--- src/hw/rtl/gmpe_pkg.sv ---
`timescale 1ns / 1ps

package gmpe_pkg;

   // Block dimensions
   localparam int MAX_COLUMNS = 16;
   localparam int MAX_DATA    = 16;
   localparam int SYMBOL_BITS = 8;
   localparam int SELECT_BITS = 16;

   localparam int COL_IDX_W  = $clog2(MAX_COLUMNS);
   localparam int DATA_IDX_W = $clog2(MAX_DATA);

   // Field widths of the channels
   localparam int COLUMN_W     = 4;
   localparam int SLOT_W       = 4;
   localparam int VALUE_W      = 8;
   localparam int OUT_COLUMN_W = 4;
   localparam int SYMBOL_W     = 8;

   // Configuration registers
   localparam int DATA_COUNT_W = 5;
   localparam int SELECT_W     = 16;
   localparam int POLY_W       = 9;
   localparam int CSR_INDEX_W  = 2;
   localparam int CSR_DATA_W   = 16;

   localparam logic [CSR_INDEX_W-1:0] CSR_DATA_COUNT    = 2'd0;
   localparam logic [CSR_INDEX_W-1:0] CSR_COLUMN_SELECT = 2'd1;
   localparam logic [CSR_INDEX_W-1:0] CSR_FIELD_POLY    = 2'd2;

   localparam logic [DATA_COUNT_W-1:0] DATA_COUNT_RESET = 5'd1;
   localparam logic [SELECT_W-1:0]     SELECT_RESET     = 16'd0;
   localparam logic [POLY_W-1:0]       POLY_RESET       = 9'd285;

   // Operation codes
   localparam logic OP_LOAD = 1'b0;
   localparam logic OP_DATA = 1'b1;

   typedef logic [SYMBOL_BITS-1:0] sym_type;
   typedef sym_type [MAX_COLUMNS-1:0] sym_row_type;

   typedef struct packed {
      logic [DATA_COUNT_W-1:0] data_count;
      logic [SELECT_W-1:0]     column_select;
      logic [POLY_W-1:0]       field_polynomial;
   } cfg_type;

   // Accumulator snapshot handed from the datapath to the emitter
   typedef struct packed {
      logic                   valid;
      logic [MAX_COLUMNS-1:0] mask;
      sym_row_type            symbols;
   } snap_type;

   // Carry-less product reduced by the low bits of the field polynomial
   function automatic sym_type gf_mul(input sym_type a, input sym_type b,
                                      input sym_type low);
      sym_type r;
      sym_type aa;
      logic    top;
      r  = '0;
      aa = a;
      for (int i = 0; i < SYMBOL_BITS; i++) begin
         if (b[i]) begin
            r = r ^ aa;
         end
         top = aa[SYMBOL_BITS-1];
         aa  = aa << 1;
         if (top) begin
            aa = aa ^ low;
         end
      end
      return r;
   endfunction

   // Enabled output columns; select bits past the column count are ignored
   function automatic logic [MAX_COLUMNS-1:0] column_mask(input logic [SELECT_W-1:0] sel);
      logic [MAX_COLUMNS-1:0] m;
      m = '0;
      for (int c = 0; c < MAX_COLUMNS; c++) begin
         if (c < SELECT_BITS) begin
            m[c] = sel[c];
         end
      end
      return m;
   endfunction

endpackage

--- src/hw/rtl/gmpe_datapath.sv ---
`timescale 1ns / 1ps

module gmpe_datapath (
   input  logic                          clock,
   input  logic                          reset,
   input  logic                          accept,
   input  logic                          operation,
   input  logic [gmpe_pkg::COLUMN_W-1:0] column,
   input  logic [gmpe_pkg::SLOT_W-1:0]   coef_slot,
   input  logic [gmpe_pkg::VALUE_W-1:0]  value,
   input  logic                          last,
   input  gmpe_pkg::cfg_type             cfg,
   input  logic                          emit_idle,
   output logic                          in_ready,
   output gmpe_pkg::snap_type            snap
);
   import gmpe_pkg::*;

   // One row per data column, one symbol per output column
   sym_row_type coef_mem [MAX_DATA];

   logic                s1_valid_ff, s1_valid_in;
   logic [COLUMN_W-1:0] s1_column_ff;
   sym_type             s1_value_ff;
   logic                s1_last_ff;
   sym_row_type         coef_row_ff;
   sym_row_type         acc_ff, acc_in;

   logic                   load_hit, data_hit, s1_go, contrib;
   logic [MAX_COLUMNS-1:0] col_en;
   sym_row_type            acc_sum;

   assign load_hit = accept && (operation == OP_LOAD) &&
                     (int'(column) < MAX_COLUMNS) && (int'(coef_slot) < MAX_DATA);
   assign data_hit = accept && (operation == OP_DATA);

   // A last item waits until the emitter has drained the previous position
   assign s1_go    = s1_valid_ff && (!s1_last_ff || emit_idle);
   assign in_ready = !s1_valid_ff || s1_go;

   always_ff @(posedge clock) begin
      if (load_hit) begin
         coef_mem[DATA_IDX_W'(coef_slot)][COL_IDX_W'(column)] <= value[SYMBOL_BITS-1:0];
      end
      if (data_hit) begin
         coef_row_ff  <= coef_mem[DATA_IDX_W'(column)];
         s1_column_ff <= column;
         s1_value_ff  <= value[SYMBOL_BITS-1:0];
         s1_last_ff   <= last;
      end
   end

   assign contrib = (DATA_COUNT_W'(s1_column_ff) < cfg.data_count) &&
                    (int'(s1_column_ff) < MAX_DATA);
   assign col_en  = column_mask(cfg.column_select);

   always_comb begin
      for (int c = 0; c < MAX_COLUMNS; c++) begin
         acc_sum[c] = acc_ff[c];
         if (contrib && col_en[c]) begin
            acc_sum[c] = acc_ff[c] ^ gf_mul(coef_row_ff[c], s1_value_ff,
                                            cfg.field_polynomial[SYMBOL_BITS-1:0]);
         end
      end
   end

   always_comb begin
      s1_valid_in = s1_valid_ff;
      acc_in      = acc_ff;
      if (s1_go) begin
         s1_valid_in = 1'b0;
         acc_in      = s1_last_ff ? '0 : acc_sum;
      end
      if (data_hit) begin
         s1_valid_in = 1'b1;
      end
   end

   always_ff @(posedge clock) begin
      if (reset) begin
         s1_valid_ff <= 1'b0;
         acc_ff      <= '0;
      end else begin
         s1_valid_ff <= s1_valid_in;
         acc_ff      <= acc_in;
      end
   end

   assign snap.valid   = s1_go && s1_last_ff;
   assign snap.mask    = col_en;
   assign snap.symbols = acc_sum;

   assert property (@(posedge clock) disable iff (reset)
      (s1_valid_ff && s1_last_ff && !emit_idle) |=> s1_valid_ff)
      else $error("stalled last item dropped from execute stage");

   assert property (@(posedge clock) disable iff (reset)
      snap.valid |=> (acc_ff == '0))
      else $error("accumulators not cleared after position end");

   assert property (@(posedge clock) disable iff (reset)
      snap.valid |-> emit_idle)
      else $error("snapshot handed over while emitter busy");

endmodule

--- config.mk ---
export PLATFORM = sky130hd
export DESIGN_NAME = gmpe_datapath
export DESIGN_NICKNAME = d
export VERILOG_FILES = /design/src/hw/rtl/gmpe_pkg.sv /design/src/hw/rtl/gmpe_datapath.sv
export SDC_FILE = /design/constraint.sdc
export NUM_CORES = 2
export LEC_CHECK = 0
export BUFFER_PORTS_ARGS = -buffer_cell sky130_fd_sc_hd__clkbuf_2
export CAP_MARGIN = 10
export CELL_PAD_IN_SITES_DETAIL_PLACEMENT = 2
export CELL_PAD_IN_SITES_GLOBAL_PLACEMENT = 2
export CORE_AREA = 4 4 513 515
export CTS_BUF_LIST = sky130_fd_sc_hd__clkbuf_8 sky130_fd_sc_hd__clkbuf_16
export DETAILED_ROUTE_END_ITERATION = 7
export DIE_AREA = 0 0 517 519
export PLACE_DENSITY_LB_ADDON = 0.25
export SETUP_SLACK_MARGIN = 0.05
export SLEW_MARGIN = 15
export SYNTH_ARGS = -nofsm -noshare
export SYNTH_HDL_FRONTEND = slang
export SYNTH_SLANG_ARGS = --single-unit
--- constraint.sdc ---
create_clock -name clock -period 10.7 [get_ports clock]
set_input_delay 2.14 -clock clock [delete_from_list [all_inputs] [get_ports clock]]
set_output_delay 2.14 -clock clock [all_outputs]
set_load 0.03 [all_outputs]
==> out/qor.yml, run 1 <==
outcome:
  status: "stopped before the end"
  flow.stopped_at: "detailed placement"
  error: "[ERROR DPL-0033] detailed placement checks failed during check placement."
synthesis:
  ys_seq_area_share_pct: 54.1
  synth_ff_type: "edfxtp_1"
  syn_inst: 9791
  yosys_warnings: 0
  syn_area_sq_um: 126000
  yosysUniqueCellTypes: 120
  syn_nets: 9846
  synth_edf_count: 2189
  yosys_register_bits: 2318
  avgSynthCellArea_sq_um: 12.9
  synthArstFlopShare_pct: 0
place:
  gp_congestion: 0.913
  port_buffers: 196
  dpl.hpwl_um: 347000
die:
  start_util_pct: 48.8
  rows: 187
  die-width_um: 517
  die_y_um: 519
  pin_count: 198
==> cells by family after synthesis <==
family / after synthesis / share of synthesized area, %
and+or+nand+nor: 2834 / 10.2
DFF: 2318 / 54.1
xor gates and xnor gates: 1575 / 12.2
AOI/OAI and AO/OA: 1555 / 8.76
buffers and inverters: 788 / 2.62
muxes: 718 / 12.0
adders and majority gates: 3 / 0.0297
==> Yosys cell counts, types with 63 or more instances <==
master    count  share of area [%]
nand2_1    1313                3.9
mux4_2      640                 11
nor3_1      104               0.41
xnor3_1      91                1.6
mux2i_1      69               0.55
xor2_1      244                1.7
xnor2_1    1203                8.3
buf_2        89               0.35
clkbuf_1    484                1.4
buf_1       127               0.38
edfxtp_1   2189                 52
dfxtp_1     129                2.0
a21oi_1     306                1.2
o31ai_1      65               0.39
and3_1       80               0.40
and2_1       63               0.31
o211ai_1    127               0.76
nand3_1     216               0.86
nor2_1      630                1.9
a211oi_1     91               0.54
o21ai_0     271                1.1
==> through the flow <==
step	setup WS, ns	hold slack [ns]	cells	instance area [sq um]
floorplan	2.33	0.450	9791	126000
global placement	1.19	0.459	12800	130000
==> run 2: changes to the inputs <==
CELL_PAD_IN_SITES_DETAIL_PLACEMENT = unset   (was 2)
CELL_PAD_IN_SITES_GLOBAL_PLACEMENT = unset   (was 2)
CORE_AREA = 4 4 567 569   (was 4 4 513 515)
CTS_BUF_LIST = unset   (was sky130_fd_sc_hd__clkbuf_8 sky130_fd_sc_hd__clkbuf_16)
DIE_AREA = 0 0 571 573   (was 0 0 517 519)
PLACE_DENSITY_LB_ADDON = 0.15   (was 0.25)
SETUP_SLACK_MARGIN = unset   (was 0.05)
==> out/qor.yml, run 2 <==
die:
  die-area_sq_um: 327000
  start_util_pct: 39.9  # was 48.8%
  pin_count: 198  # unchanged
  rows: 207  # was 187
  coreArea_sq_um: 317000
  die-width_um: 571  # was 517 um
  die_y_um: 573  # was 519 um
pwr:
  vdd_drop_max_uv: 153
  p_leak_nw: 45.3
  p_per_area_nw_per_um2: 191
setup_path:
  arrival_ns: 7.75
  crit_type: "input port to primary output"
  end_kind: "primary output"
  start_kind: "input port"
  r2r_start: "coef_row_ff[54]"
  critPathMaxFanout: 87
  reg2reg_depth: 13
  reg2reg_slack_ns: 4.93
  crit_required_ns: 8.56
  rr_endpoint: "acc_ff[53]"
synthesis:
  yosys_register_bits: 2318  # unchanged
  synth_simple_gate_area_share_pct: 10.2  # unchanged
  synth_edf_count: 2189  # unchanged
  synth_top_area_share_pct: 52.1  # unchanged
  syn_inst: 9791  # unchanged
  synth_top_family_by_area: "XOR/XNOR gates"  # unchanged
  avgSynthCellArea_sq_um: 12.9  # unchanged
  ys_seq_area_share_pct: 54.1  # unchanged
  synth_adder_area_share_pct: 0.0297  # unchanged
  yosys_warnings: 0  # unchanged
  synthMuxAreaShare_pct: 12.0  # unchanged
  synth_area_leaders: "edfxtp_1 (52%), mux4_2 (11%), xnor2_1 (8.3%), nand2_1 (3.9%), dfxtp_1 (2.0%)"  # unchanged
  syn_nets: 9846  # unchanged
  synthArstFlopShare_pct: 0  # unchanged
  synth.most_common_cell: "edfxtp_1"  # unchanged
  yosysUniqueCellTypes: 120  # unchanged
  synth_ff_type: "edfxtp_1"  # unchanged
  synth_area_leader_cell: "edfxtp_1"  # unchanged
  synth.top_cells.by_count: "edfxtp_1 (2189), nand2_1 (1313), xnor2_1 (1203)"  # unchanged
  synth_compound_area_share_pct: 8.76  # unchanged
  syn_area_sq_um: 126000  # unchanged
  synth-xor-area-share_pct: 12.2  # unchanged
cts:
  post_cts_buffers: 0
  cts_sinks: 2318
  clock_latency_ns: 0.92
  clockRootBuffer: "clkbuf_16"
  clk_pin_slew_ns: 0.06
  cts_resized: 0
  hold_buffers: 0
  cts_max_level: 4
  cts_tree: "built"
  cts_buffers: 239
  clk_path_buf_depth: 4
route:
  viasPerCell: 5.85
  ant_nets: 0
  wl_per_cell_um: 27.4
  drc: 0
  drt_iter0_drc: 9324
  vias: 82100
  drt-total-wl_um: 385000
  dr.pass1.iters: 6
layout:
  layout_common_cells: "edfxtp_1 (2189), nand2_1 (1302), xnor2_1 (1203)"
  regMostFlops: "coef_mem"
  drive_gt1_share_pct: 16.5
  area_growth_pct: 10.1
  largest_register_ffs: 2048
  final_common_cell: "edfxtp_1"
  largestRegisters: "coef_mem x2048, acc_ff x128, coef_row_ff x128"
  final_cells: 14000
  layout.nets: 9707
  final_cell_area_sq_um: 139000
global_routing:
  grt_use_total_pct: 22.8
  grt_pass1_wl_um: 556000
  overflow: 0
  first_global_vias: 77600
  grt_start_max_net_pins: 162
  antenna_found_initial: 20
sta:
  finClkSkew_ns: 0.0900
  slew_headroom_pct: 23.0
  setup_tns_ns: 0
  whs_ns: 0.477
  fin_crit_sh_pct: 92.5
  hold_violations: 0
  tightest_slew_ns: 1.15
  setup_ws_ns: 0.807
  setup_viol: 0
  rsz0062_at_grt: "no"
  final_max_slew_viol_count: 0
  fmax_mhz: 101
  period_needed_ns: 9.89
place:
  port_buffers: 196  # unchanged
  dpl_cell_area_sq_um: 131000
  gp_congestion: 0.911  # was 0.913
  dpl.hpwl_um: 253000  # was 347000 um
  place_ws_ns: 0.826
  dp.cells: 13600
job:
  max_cap_viol_count: 0
worst_hold_path:
  holdCritPathClass: "register to register"
  hold_start: "acc_ff[75]"
  min_to: "acc_ff[75]"
  whs_path_depth: 2
outcome:
  status: "finished, final reports clean"  # was stopped before the end
==> run 2: cell counts after synthesis <==
Identical to the previous run, type by type.
==> run 2: routing by layer <==
layer,GRT usage (%),vias to the layer above,share of wire (%)
met5,0,-,0.0034
met4,5.42,2,2.4
met3,3.62,489,7.8
met2,33.8,3395,44
met1,35.1,41800,46
li1,-,36500,-
==> run 2: layout make-up <==
cell class / instances / area [sq um]
Tap cell: 4180 / 5230
Clock inverter: 153 / 1750
Multi-Input combinational cell: 6685 / 54700
Fill cell: 28300 / 178000
Antenna cell: 6 / 15.0
Clock buffer: 286 / 6200
Sequential cell: 2318 / 68300
Timing Repair Buffer: 367 / 2650
Inverter: 41 / 166
==> run 2: where the power goes <==
| group | internal [W] | total (W) | switching [W] | leakage (nW) |
|---|---|---|---|---|
| combinational | 0.00306 | 0.00802 | 0.00496 | 20.6 |
| sequential | 0.0100 | 0.0101 | 0.000109 | 20.8 |
| clock | 0.00497 | 0.00848 | 0.00351 | 3.86 |
==> run 2: kinds of logic (layout without fill, tap and decap cells) <==
| kind of cell | count (synthesis) | in the layout |
|---|---|---|
| other cells | 0 | 6 |
| flops | 2318 | 2318 |
| xor+xnor | 1575 | 1575 |
| buf+inv | 788 | 847 |
| simple gates | 2834 | 2834 |
| fa+ha+maj | 3 | 3 |
| mux | 718 | 718 |
| compound gates | 1555 | 1555 |
==> run 2: worst max path at each step <==
| stage | start | to | depth (start not counted) |
|---|---|---|---|
| 6_report | cfg[7] | snap[91] | 16 |
| 5_1_grt | cfg[7] | snap[91] | 16 |
| 3_3_place_gp | cfg[7] | snap[91] | 16 |
| 4_1_cts | cfg[7] | snap[91] | 16 |
| 3_5_place_dp | cfg[7] | snap[91] | 16 |
| 2_1_floorplan | cfg[6] | snap[13] | 19 |
==> run 2: critical path: stages <==
cell      delay [ns]
buf_8           0.32
buf_12          0.37
nor2b_1         0.59
a221oi_2        0.20
xnor2_1         0.72
o211ai_1        0.36
a211oi_4        0.47
nor2_4          0.11
xnor2_1         0.59
nand2_1         0.24
xnor3_1         0.41
nand2_1         0.08
xnor3_1         0.45
nand2b_1        0.20
xnor2_1         0.16
clkbuf_2        0.22
==> run 2: stage by stage <==
stage,total power (W),util [%]
3_3_place_gp,0.0182,41.4
5_1_grt,0.0277,43.9
6_report,0.0266,43.9
2_1_floorplan,0.0161,-
4_1_cts,0.0267,43.9
3_5_place_dp,0.0183,41.4
Note: power is estimated with default switching activity, not from simulation.
